--- config.mk ---
export PLATFORM = sky130hd
export DESIGN_NAME = tcp_option_address_extractor
export DESIGN_NICKNAME = d
export VERILOG_FILES = /design/src/tcpoa_pkg.sv /design/src/tcpoa_cfg.sv /design/src/tcpoa_parser.sv /design/src/tcp_option_address_extractor.sv
export SDC_FILE = /design/constraint.sdc
export NUM_CORES = 1
export LEC_CHECK = 0
export BUFFER_PORTS_ARGS = -buffer_cell sky130_fd_sc_hd__clkbuf_2
export CORE_ASPECT_RATIO = 0.8
export CORE_MARGIN = 5
export CORE_UTILIZATION = 55
export DETAILED_ROUTE_END_ITERATION = 12
export PLACE_DENSITY_LB_ADDON = 0.3
export SLEW_MARGIN = 30
export SYNTH_ARGS = -nofsm -noshare
export SYNTH_HDL_FRONTEND = slang
export SYNTH_SLANG_ARGS = --single-unit
--- constraint.sdc ---
create_clock -name clk_i -period 44.8 [get_ports clk_i]
set_clock_uncertainty 0.2 [all_clocks]
set_input_delay 13.44 -clock clk_i [delete_from_list [all_inputs] [get_ports clk_i]]
set_output_delay 13.44 -clock clk_i [all_outputs]
set_load 0.005 [all_outputs]
--- src/tcpoa_pkg.sv ---
// ----------------------------------------------------------------------------
// tcpoa_pkg
// Shared types, codes and helpers for the TCP option address extractor.
// ----------------------------------------------------------------------------
package tcpoa_pkg;

  // Largest option area a TCP header can carry
  localparam int unsigned DEF_MAX_OPTION_BYTES = 40;

  // Option kinds with a fixed meaning
  localparam logic [7:0] KIND_EOL = 8'd0;
  localparam logic [7:0] KIND_NOP = 8'd1;
  // Smallest legal kind/length option (kind byte plus length byte)
  localparam logic [7:0] MIN_OPTION_SIZE = 8'd2;

  // found_type codes
  localparam logic [1:0] FT_NONE = 2'd0;
  localparam logic [1:0] FT_V4   = 2'd1;
  localparam logic [1:0] FT_V6   = 2'd2;

  // ip_family codes
  localparam logic [1:0] FAM_V4 = 2'd0;
  localparam logic [1:0] FAM_V6 = 2'd1;

  // Register reset values
  localparam logic [7:0] RST_V4_KIND = 8'd254;
  localparam logic [5:0] RST_V4_SIZE = 6'd8;
  localparam logic [7:0] RST_V6_KIND = 8'd253;
  localparam logic [5:0] RST_V6_SIZE = 6'd20;

  typedef enum logic [1:0] {
    CFG_V4_KIND = 2'd0,
    CFG_V4_SIZE = 2'd1,
    CFG_V6_KIND = 2'd2,
    CFG_V6_SIZE = 2'd3
  } cfg_idx_e;

  typedef enum logic [1:0] {
    PH_KIND,
    PH_SIZE,
    PH_BODY,
    PH_DONE
  } phase_e;

  typedef struct packed {
    logic [7:0] v4_kind;
    logic [5:0] v4_size;
    logic [7:0] v6_kind;
    logic [5:0] v6_size;
  } cfg_t;

  typedef struct packed {
    logic [7:0] option_byte;
    logic       first_byte;
    logic       last_byte;
    logic [5:0] area_length;
    logic [1:0] ip_family;
  } item_t;

  typedef struct packed {
    logic [1:0]  found_type;
    logic [31:0] client_ipv4;
    logic [63:0] client_ipv6_high;
    logic [63:0] client_ipv6_low;
  } result_t;

  // IPv6 meaning wins when both kinds and sizes agree
  function automatic logic [1:0] option_match(logic [1:0] fam, logic [7:0] kind,
                                              logic [5:0] size, cfg_t cfg);
    logic [1:0] m;
    m = FT_NONE;
    if (fam == FAM_V6 && kind == cfg.v6_kind && size == cfg.v6_size) begin
      m = FT_V6;
    end else if ((fam == FAM_V4 || fam == FAM_V6) && kind == cfg.v4_kind &&
                 size == cfg.v4_size) begin
      m = FT_V4;
    end
    return m;
  endfunction

endpackage

--- src/tcpoa_cfg.sv ---
// ----------------------------------------------------------------------------
// tcpoa_cfg
// Configuration registers: option kinds and sizes of the address options.
// ----------------------------------------------------------------------------
module tcpoa_cfg (
  input  logic              clk_i,
  input  logic              rst_ni,
  input  logic              cfg_we_i,
  input  logic [1:0]        cfg_index_i,
  input  logic [7:0]        cfg_data_i,
  output tcpoa_pkg::cfg_t   cfg_o
);
  import tcpoa_pkg::*;

  cfg_t cfg_q, cfg_d;

  always_comb begin
    cfg_d = cfg_q;
    if (cfg_we_i) begin
      case (cfg_idx_e'(cfg_index_i))
        CFG_V4_KIND: cfg_d.v4_kind = cfg_data_i;
        CFG_V4_SIZE: cfg_d.v4_size = cfg_data_i[5:0];
        CFG_V6_KIND: cfg_d.v6_kind = cfg_data_i;
        CFG_V6_SIZE: cfg_d.v6_size = cfg_data_i[5:0];
        default:     cfg_d = cfg_q;
      endcase
    end
  end

  always_ff @(posedge clk_i or negedge rst_ni) begin
    if (!rst_ni) begin
      cfg_q.v4_kind <= RST_V4_KIND;
      cfg_q.v4_size <= RST_V4_SIZE;
      cfg_q.v6_kind <= RST_V6_KIND;
      cfg_q.v6_size <= RST_V6_SIZE;
    end else begin
      cfg_q <= cfg_d;
    end
  end

  assign cfg_o = cfg_q;

endmodule

--- src/tcpoa_parser.sv ---
// ----------------------------------------------------------------------------
// tcpoa_parser
// Option walker: per-byte state update and verdict for one registered byte.
// ----------------------------------------------------------------------------
module tcpoa_parser #(
  parameter int unsigned MAX_OPTION_BYTES = tcpoa_pkg::DEF_MAX_OPTION_BYTES
) (
  input  logic               clk_i,
  input  logic               rst_ni,
  input  logic               step_i,     // process item_i this cycle
  input  tcpoa_pkg::item_t   item_i,
  input  tcpoa_pkg::cfg_t    cfg_i,
  output logic               emit_o,     // verdict on this step
  output tcpoa_pkg::result_t result_o
);
  import tcpoa_pkg::*;

  localparam logic [5:0] MaxBytes = 6'(MAX_OPTION_BYTES);

  phase_e      phase_q, phase_d;
  logic [5:0]  left_q, left_d;
  logic [7:0]  kind_q, kind_d;
  logic [5:0]  size_q, size_d;
  logic [5:0]  bio_q, bio_d;
  logic [1:0]  fam_q, fam_d;
  logic [63:0] hi_q, hi_d, lo_q, lo_d;
  logic        emit;
  logic [1:0]  vtype;
  logic [1:0]  m;
  logic [7:0]  b;

  assign b = item_i.option_byte;

  // Next state and verdict
  always_comb begin
    phase_d = phase_q;
    left_d  = left_q;
    kind_d  = kind_q;
    size_d  = size_q;
    bio_d   = bio_q;
    fam_d   = fam_q;
    hi_d    = hi_q;
    lo_d    = lo_q;
    emit    = 1'b0;
    vtype   = FT_NONE;
    m       = FT_NONE;

    if (item_i.first_byte) begin
      left_d  = (item_i.area_length > MaxBytes) ? MaxBytes : item_i.area_length;
      fam_d   = item_i.ip_family;
      phase_d = PH_KIND;
      kind_d  = '0;
      size_d  = '0;
      bio_d   = '0;
      hi_d    = '0;
      lo_d    = '0;
    end

    if (item_i.first_byte || phase_q != PH_DONE) begin
      if (left_d == '0) begin
        emit = 1'b1;
      end else begin
        case (phase_d)
          PH_KIND: begin
            left_d = left_d - 6'd1;
            if (b == KIND_EOL) begin
              emit = 1'b1;
            end else if (b != KIND_NOP) begin
              if (left_d == '0) begin
                emit = 1'b1;
              end else begin
                kind_d  = b;
                phase_d = PH_SIZE;
              end
            end
          end
          PH_SIZE: begin
            if (b < MIN_OPTION_SIZE || b > ({2'b00, left_d} + 8'd1)) begin
              emit = 1'b1;
            end else begin
              left_d = left_d - 6'd1;
              size_d = b[5:0];
              bio_d  = b[5:0] - 6'd2;
              hi_d   = '0;
              lo_d   = '0;
              if (bio_d == '0) begin
                phase_d = PH_KIND;
                m = option_match(fam_d, kind_d, size_d, cfg_i);
                if (m != FT_NONE) begin
                  emit  = 1'b1;
                  vtype = m;
                end
              end else begin
                phase_d = PH_BODY;
              end
            end
          end
          PH_BODY: begin
            hi_d   = {hi_d[55:0], lo_d[63:56]};
            lo_d   = {lo_d[55:0], b};
            left_d = left_d - 6'd1;
            bio_d  = bio_d - 6'd1;
            if (bio_d == '0) begin
              phase_d = PH_KIND;
              m = option_match(fam_d, kind_d, size_d, cfg_i);
              if (m != FT_NONE) begin
                emit  = 1'b1;
                vtype = m;
              end
            end
          end
          default: emit = 1'b1;
        endcase
        if (!emit && ((phase_d == PH_KIND && left_d == '0) || item_i.last_byte)) begin
          emit = 1'b1;
        end
      end
      if (emit) begin
        phase_d = PH_DONE;
      end
    end
  end

  // Verdict fields: an address that does not belong to the type reads as zero
  always_comb begin
    emit_o                    = emit;
    result_o.found_type       = vtype;
    result_o.client_ipv4      = (vtype == FT_V4) ? lo_d[31:0] : '0;
    result_o.client_ipv6_high = (vtype == FT_V6) ? hi_d : '0;
    result_o.client_ipv6_low  = (vtype == FT_V6) ? lo_d : '0;
  end

  always_ff @(posedge clk_i or negedge rst_ni) begin
    if (!rst_ni) begin
      phase_q <= PH_KIND;
      left_q  <= '0;
      fam_q   <= FAM_V4;
    end else if (step_i) begin
      phase_q <= phase_d;
      left_q  <= left_d;
      fam_q   <= fam_d;
    end
  end

  always_ff @(posedge clk_i) begin
    if (step_i) begin
      kind_q <= kind_d;
      size_q <= size_d;
      bio_q  <= bio_d;
      hi_q   <= hi_d;
      lo_q   <= lo_d;
    end
  end

  a_done_after_verdict: assert property (@(posedge clk_i) disable iff (!rst_ni)
    step_i && emit |=> phase_q == PH_DONE)
    else $error("parser not parked after verdict");

  a_v6_only_for_v6: assert property (@(posedge clk_i) disable iff (!rst_ni)
    step_i && emit && vtype == FT_V6 |-> fam_d == FAM_V6)
    else $error("IPv6 verdict for a non-IPv6 packet");

  a_stray_ignored: assert property (@(posedge clk_i) disable iff (!rst_ni)
    step_i && phase_q == PH_DONE && !item_i.first_byte |-> !emit)
    else $error("verdict on a byte after the packet's verdict");

  a_left_bounded: assert property (@(posedge clk_i) disable iff (!rst_ni)
    left_q <= MaxBytes)
    else $error("remaining byte count above area maximum");

endmodule

--- src/tcp_option_address_extractor.sv ---
// ----------------------------------------------------------------------------
// tcp_option_address_extractor
// Walks TCP option bytes and reports the client address option, one verdict
// per packet.
// ----------------------------------------------------------------------------
//
//  Channel   Direction  Handshake               Payload
//  --------  ---------  ----------------------  --------------------------------
//  in        sink       in_valid_i / in_ready_o option_byte, first/last_byte,
//                                               area_length, ip_family
//  out       source     out_valid_o/out_ready_i found_type, client_ipv4,
//                                               client_ipv6_high/low
//  cfg       sink       cfg_we_i (no wait)      cfg_index_i, cfg_data_i
//
//  One byte per clock while the result register drains. A byte is held in the
//  input register; the parser updates its state and, on the deciding byte,
//  loads the result register, from which the verdict is shown.
//  The only stall path is a full result register with out_ready_i low; bytes
//  that give no verdict still wait behind it to keep verdicts in order.
//  Reset (rst_ni, async low) empties both registers and restores the option
//  kinds and sizes to their defaults; no clearing pass is needed.
//
module tcp_option_address_extractor #(
  parameter int unsigned MAX_OPTION_BYTES = tcpoa_pkg::DEF_MAX_OPTION_BYTES
) (
  input  logic        clk_i,
  input  logic        rst_ni,
  // option byte stream
  input  logic        in_valid_i,
  output logic        in_ready_o,
  input  logic [7:0]  option_byte_i,
  input  logic        first_byte_i,
  input  logic        last_byte_i,
  input  logic [5:0]  area_length_i,
  input  logic [1:0]  ip_family_i,
  // verdicts
  output logic        out_valid_o,
  input  logic        out_ready_i,
  output logic [1:0]  found_type_o,
  output logic [31:0] client_ipv4_o,
  output logic [63:0] client_ipv6_high_o,
  output logic [63:0] client_ipv6_low_o,
  // configuration writes
  input  logic        cfg_we_i,
  input  logic [1:0]  cfg_index_i,
  input  logic [7:0]  cfg_data_i
);
  import tcpoa_pkg::*;

  cfg_t    cfg;
  item_t   in_q, in_d;
  logic    in_valid_q, in_valid_d;
  result_t out_q, step_res;
  logic    out_valid_q, out_valid_d;
  logic    step;      // input register hands its byte to the parser
  logic    step_emit;

  tcpoa_cfg u_cfg (
    .clk_i       (clk_i),
    .rst_ni      (rst_ni),
    .cfg_we_i    (cfg_we_i),
    .cfg_index_i (cfg_index_i),
    .cfg_data_i  (cfg_data_i),
    .cfg_o       (cfg)
  );

  // Byte moves on whenever the result register is free or being drained.
  assign step       = in_valid_q && (!out_valid_q || out_ready_i);
  assign in_ready_o = !in_valid_q || step;

  always_comb begin
    in_d.option_byte = option_byte_i;
    in_d.first_byte  = first_byte_i;
    in_d.last_byte   = last_byte_i;
    in_d.area_length = area_length_i;
    in_d.ip_family   = ip_family_i;
    in_valid_d       = in_valid_i || (in_valid_q && !step);
  end

  tcpoa_parser #(
    .MAX_OPTION_BYTES (MAX_OPTION_BYTES)
  ) u_parser (
    .clk_i    (clk_i),
    .rst_ni   (rst_ni),
    .step_i   (step),
    .item_i   (in_q),
    .cfg_i    (cfg),
    .emit_o   (step_emit),
    .result_o (step_res)
  );

  assign out_valid_d = (step && step_emit) || (out_valid_q && !out_ready_i);

  always_ff @(posedge clk_i or negedge rst_ni) begin
    if (!rst_ni) begin
      in_valid_q  <= 1'b0;
      out_valid_q <= 1'b0;
    end else begin
      if (in_ready_o) begin
        in_valid_q <= in_valid_d;
      end
      out_valid_q <= out_valid_d;
    end
  end

  // Payload registers
  always_ff @(posedge clk_i) begin
    if (in_valid_i && in_ready_o) begin
      in_q <= in_d;
    end
    if (step && step_emit) begin
      out_q <= step_res;
    end
  end

  assign out_valid_o        = out_valid_q;
  assign found_type_o       = out_q.found_type;
  assign client_ipv4_o      = out_q.client_ipv4;
  assign client_ipv6_high_o = out_q.client_ipv6_high;
  assign client_ipv6_low_o  = out_q.client_ipv6_low;

  a_verdict_lands: assert property (@(posedge clk_i) disable iff (!rst_ni)
    step && step_emit |=> out_valid_q)
    else $error("verdict dropped on its way to the result register");

  a_none_is_clean: assert property (@(posedge clk_i) disable iff (!rst_ni)
    out_valid_o && found_type_o == FT_NONE |->
      client_ipv4_o == '0 && client_ipv6_high_o == '0 && client_ipv6_low_o == '0)
    else $error("address bits set on a no-address verdict");

  a_v4_clean: assert property (@(posedge clk_i) disable iff (!rst_ni)
    out_valid_o && found_type_o == FT_V4 |->
      client_ipv6_high_o == '0 && client_ipv6_low_o == '0)
    else $error("IPv6 bits set on an IPv4 verdict");

  a_no_overwrite: assert property (@(posedge clk_i) disable iff (!rst_ni)
    out_valid_q && !out_ready_i |-> !step)
    else $error("parser stepped while a verdict is still pending");

endmodule

# Word-level counts from Yosys, hierarchy flattened
# Index checks and enable logic that the tools add are counted.
# word_totals
output_inout_bits	164
input_bits	33
register_bits	368
# op_classes
n_reduce_logical	43
eq_ne	16
add_sub_neg	4
muxes	85
order_cmp	3
# op_table
operator	count
2-to-1 mux 64 bit	8
case mux 64 bit (2 select lines)	2
2-to-1 mux 6 bit	16
2-to-1 mux 2 bit	31
2-to-1 mux 8 bit	7
zero test 6 bit	5
equality test 6 bit	4
case mux 6 bit (2 select lines)	2
equality test 8 bit	2
2-to-1 mux 1 bit	16
logical AND 1 bit	13
subtractor 6 x 1 -> 6 bit, second input constant	2
equality test 2 x 1 -> 1 bit, second input constant	4
equality test 2 bit, second input constant	4
greater-than comparator 8 bit	1
zero test 2 bit	4
zero test 8 bit	1
logical OR 1 bit	8
< comparator 8 x 2 -> 1 bit, second input constant	1
!= test 8 x 1 -> 1 bit, second input constant	1
AND reduction 2 bit	4
adder 6 x 1 -> 7 bit, second input constant	1
greater-than comparator 6 bit, second input constant	1
case mux 2 bit (3 select lines)	1
other kinds (7)	12

# Logic depth before layout (Yosys ltp)
# depth
depth_word	27
depth_mapped	17
depth_no_buf	17

# Hierarchy
# From an unflattened synthesis, not the netlist that was laid out.
# unflattened
cells_unflattened	1231
hier_area_um2	16440.8
# modules_own_cells
mod	cells_per_inst	instances	area_per_inst_um2
tcpoa_parser	981	1	9844.4
tcp_option_address_extractor	190	1	5516.5
tcpoa_cfg	60	1	1079.8

# Least setup slack after synthesis
# No wires, ideal clock.
# synth_timing
path_type	in2out
start	input out_ready_i
end	output in_ready_o
path_slack_ps	17546
required_time_ps	31160
path_stages	1
arrival_time_ps	13614
path_buffers	0
cell_sequence	nand3b_1
# synth_via
elab_chain_len	3
# synth_lines
item	line_no	rtl
from (decl)	tcp_option_address_extractor.sv:38	input logic out_ready_i,
logical OR 1 bit	tcp_option_address_extractor.sv:68	assign step = in_valid_q && (!out_valid_q || out_ready_i);
logical AND 1 bit	tcp_option_address_extractor.sv:68	
logical OR 1 bit	tcp_option_address_extractor.sv:69	assign in_ready_o = !in_valid_q || step;
to (decl)	tcp_option_address_extractor.sv:30	output logic in_ready_o,
# Every way passes these cells.

# Worst setup path after layout
# Same ends and word-level chain as after synthesis.

==> results.md <==
- The flow ran to the end, and the final reports show no timing, DRC or antenna violations.
- The kind of end point of the critical path is an output pin.
- After the last flow step, the layout net total stands at 1474.
- The multi-input combinational cell area is 5050 um2.
- The startpoint of the worst-slack reg-to-reg timing path is in_q[9].
- The fmax is 0.0364 GHz.
- The switching power share of the total is 0.317.
- Setup slack on the worst reg-to-reg path comes out at 37.80 ns.
- The number of rows in the core area is 56.
- The required time reported for the critical path endpoint is 31.16 ns.
- The endpoint of the most critical register-to-register path is client_ipv6_high_o[52].
- The mean area per synthesized cell is 13.1 um2.
- The number of buffers added to fix hold violations after cts is 0.
- The count of boundary I/O pins is 197.
- The placer's final routability congestion estimate is 0.921.
- The critical path data arrival time is 13.86 ns.
- In this run the worst path has a maximum fanout of 3.
- The number of max-cap violations is 0.
- The relative max-transition margin is 0.386.
- TritonCTS built the clock tree.
- The DRC violation total after the first TritonRoute iteration is 1039.
- Dividing total power by cell area gives a power density of 59.0 nW/um2.
- In the final layout, the share of cells above drive strength 1 is 0.229.
- The leakage power is 7.58 nW.
- The number of max-slew violations in the final report came to 0.
- Summing every instance area after synthesis gives 16500 um2.
- The global-route total usage across every layer is 0.226.
- The H-tree was split into 2 levels.
- The sequential-to-total area share from yosys stat is 0.661.
- Setup repair after global routing left no endpoint under its margin.
- In the final routed layout, each cell accounts on average for 21.2 um.
- Counting I/O delays and the setup requirement, the final critical path takes 27.50 ns.
- The number of hold violations in the final report is 0.
- The instance area at placement is 17700 um2.
- The maximum VDD drop is 0.0363 mV.
- The first global-routing pass estimated 59700 um of wire.
- The total iterations of the first detailed-routing run is 5.
- The die covers 33500 um2.
- The count of buffers added on input and output ports is 196.
- The clock-pin transition on the worst setup and hold timing paths is 0.06 ns.
- The cell-internal power is 0.757 mW.
- The repair_antennas step left the layout with diodes totalling 0.
- In this run the clock root is driven by a clkbuf_16.
- Synthesis produced a netlist whose cell count is 1252.
- Buffers added to address setup during post-CTS repair amount to 0.
- In this run the standard cell core region covers 29400 um2.
- Using the TritonRoute via totals, the vias-per-cell ratio works out to 6.02.
- Dividing the final minimum period by the clock period gives 0.614.
- Counting cells, the worst reg-to-reg path comes to 19.
- Measured along the x axis, the die boundary spans 203 um.
- The post-synthesis to final-layout area growth is 14.2%.
- The synthesized net count is 1303.
- The initial utilization of the core area, before any placement, comes to 0.559.
- Summing all flip-flop and latch instances after layout gives 10900 um2.
- The final wirelength is 38700 um.
- The share of flip-flops with an asynchronous set or reset is 0.109.
- The pin count of the biggest net entering global routing is 99.
- The detail route stage leaves a number of antenna-violating nets equal to 0.
- In the routed design, unresolved DRC markers number 0.
- The launch point of the worst hold path is u_parser.fam_q[1].
- The setup path with the least slack is of type primary input to output pin.
- The via count of the first global-routing pass is 10603.
- The type of element launching the critical path is a primary input.
- Detailed placement ended at an HPWL of 24900 um.
- Summed over all layers, the global routing overflow is 0.
- For hold timing, the worst endpoint is u_parser.fam_q[1].
- In this run the deepest clock path goes through 3 buffers.
- The tightest min-delay check is of the flop to flop type.
- In this run the power spent charging and discharging nets is 0.352 mW.
- Among all flip-flop cells after synthesis, the most frequent one is edfxtp_1.
- The routed via count is 11011.
- The finished cells cover 18800 um2.
- The number of clock buffers inserted by TritonCTS is 37.
- The number of warning messages in the yosys log is 0.
- The sink count of the clock tree is 368.
- The part of the total power dissipated in combinational logic is 0.245.
- Hold timing on the final database bottoms out at a slack of 0.284 ns.
- The share of power burned in registers is 0.496.
- Setup violations remaining at the end of the flow were counted as 0.
- The clock insertion delay at the later pin of the skew report is 0.52 ns.
- The number of antenna violations at the first check in global routing was 0.
- The number of gates resized after CTS is 0.
- The number of fillers in the final layout is 2259.
- Measured along the y axis, the die boundary spans 165 um.
- The number of distinct library cells after synthesis is 72.
- Of the total power, the clock network draws 0.259.
- The number of enable flip-flop cells after synthesis is 328.
- After synthesis the netlist holds a flip-flop and latch count of 368.
- The number of instances on the worst hold path is 2.
- The summed negative setup slack over all endpoints is 0 ns.
- The transition time at the pin with the least slew margin is 0.921 ns.
==> power by group through the flow <==
stage	Combinational, mW	Sequential, mW	Clock, mW
after global placement	0.261	0.551	0
after global routing	0.299	0.559	0.310
final	0.271	0.550	0.287
after CTS	0.271	0.550	0.294
after detailed placement	0.270	0.555	0
after floorplan	0.184	0.554	0
==> metrics by stage <==
stage / power, mW / setup slack (ns) / instances / utilization
finish: 1.11 / 17.30 / 1828 / 0.639
global route: 1.17 / 17.29 / 1828 / 0.639
floorplan: 0.739 / 17.55 / 1252 / -
global placement: 0.813 / 17.33 / 1760 / 0.599
CTS: 1.11 / 17.31 / 1828 / 0.638
detailed placement: 0.825 / 17.32 / 1761 / 0.601
==> area by class of cell <==
cell class | instances | share of cell area
flip-flops and latches | 368 | 0.579
multi-input cells | 758 | 0.269
repair buffers | 209 | 0.0590
clock buffers | 43 | 0.0505
well taps | 377 | 0.0251
inverters | 49 | 0.0101
clock inverters | 24 | 0.00826
==> how the worst max path moves through the flow <==
stage	start	end	slack (ns)	depth (start not counted)
after floorplan	out_ready_i	in_ready_o	17.55	1
after global placement	out_ready_i	in_ready_o	17.33	3
after detailed placement	out_ready_i	in_ready_o	17.32	3
after CTS	out_ready_i	in_ready_o	17.31	3
after global routing	out_ready_i	in_ready_o	17.29	3
final	out_ready_i	in_ready_o	17.30	3
==> flip-flops by register name, summed over array words and instances, names as in the netlist <==
register / count
u_cfg.cfg_o: 28
u_parser.size_q: 6
u_parser.bio_q: 6
u_parser.lo_q: 64
u_parser.kind_q: 8
found_type_o: 2
out_valid_o: 1
client_ipv4_o: 32
in_valid_q: 1
u_parser.hi_q: 64
client_ipv6_low_o: 64
u_parser.left_q: 6
u_parser.fam_q: 2
client_ipv6_high_o: 64
in_q: 18
u_parser.phase_q: 2
==> critical path: stages <==
cell      delay, ns
clkbuf_2       0.09
nand3b_1       0.19
clkbuf_2       0.14
==> layout by cell type (no fill, tap or decap), drive strengths merged, types with 16 or more instances in the layout <==
| cell | netlist | routed |
|---|---|---|
| xnor2 | 28 | 28 |
| nand2 | 103 | 103 |
| clkbuf | 32 | 239 |
| a22oi | 32 | 32 |
| dfrtp | 23 | 23 |
| mux2 | 30 | 30 |
| a21oi | 16 | 16 |
| a21o | 25 | 25 |
| clkinv | 1 | 17 |
| dfstp | 17 | 17 |
| o21ai | 29 | 29 |
| ha | 18 | 18 |
| and3 | 99 | 99 |
| edfxtp | 328 | 328 |
| inv | 48 | 53 |
| nor2 | 136 | 136 |
| a22o | 87 | 87 |
==> layer usage <==
metal	global-route usage	wire, um
met5	0	0
met4	0.0549	643
met3	0.0542	3030
met2	0.345	17500
met1	0.334	17600
==> Yosys cell counts, drive strengths merged, types with 4 or more instances <==
cell    instances  area [um2]
o22ai           6        37.5
and3           99         619
xnor2          28         245
a21o           25         188
o32a            5        62.6
nor3           12        85.1
nor2          136         523
nor4bb         10         100
dfstp          17         447
xor2            9        78.8
nand3          13        65.1
o21ai          29         149
edfxtp        328        9850
o31ai           4        30.0
mux2           30         338
a21oi          16        87.6
o32ai          15         131
inv            48         180
nand2         103         392
a22o           87         762
ha             18         225
nor4            5        31.3
buf            45         275
a22oi          32         240
a31oi          15        93.8
clkbuf         32         125
and2            4        25.0
dfrtp          23         576
==> cell families after synthesis <==
kind of cell / count (synthesis) / share of synthesized area
compound gates: 260 / 0.122
xor+xnor: 37 / 0.0197
fa+ha+maj: 18 / 0.0137
buf+inv: 126 / 0.0355
flops: 368 / 0.661
mux: 31 / 0.0211
simple gates: 412 / 0.127
Note: power is estimated with default switching activity, not from simulation.
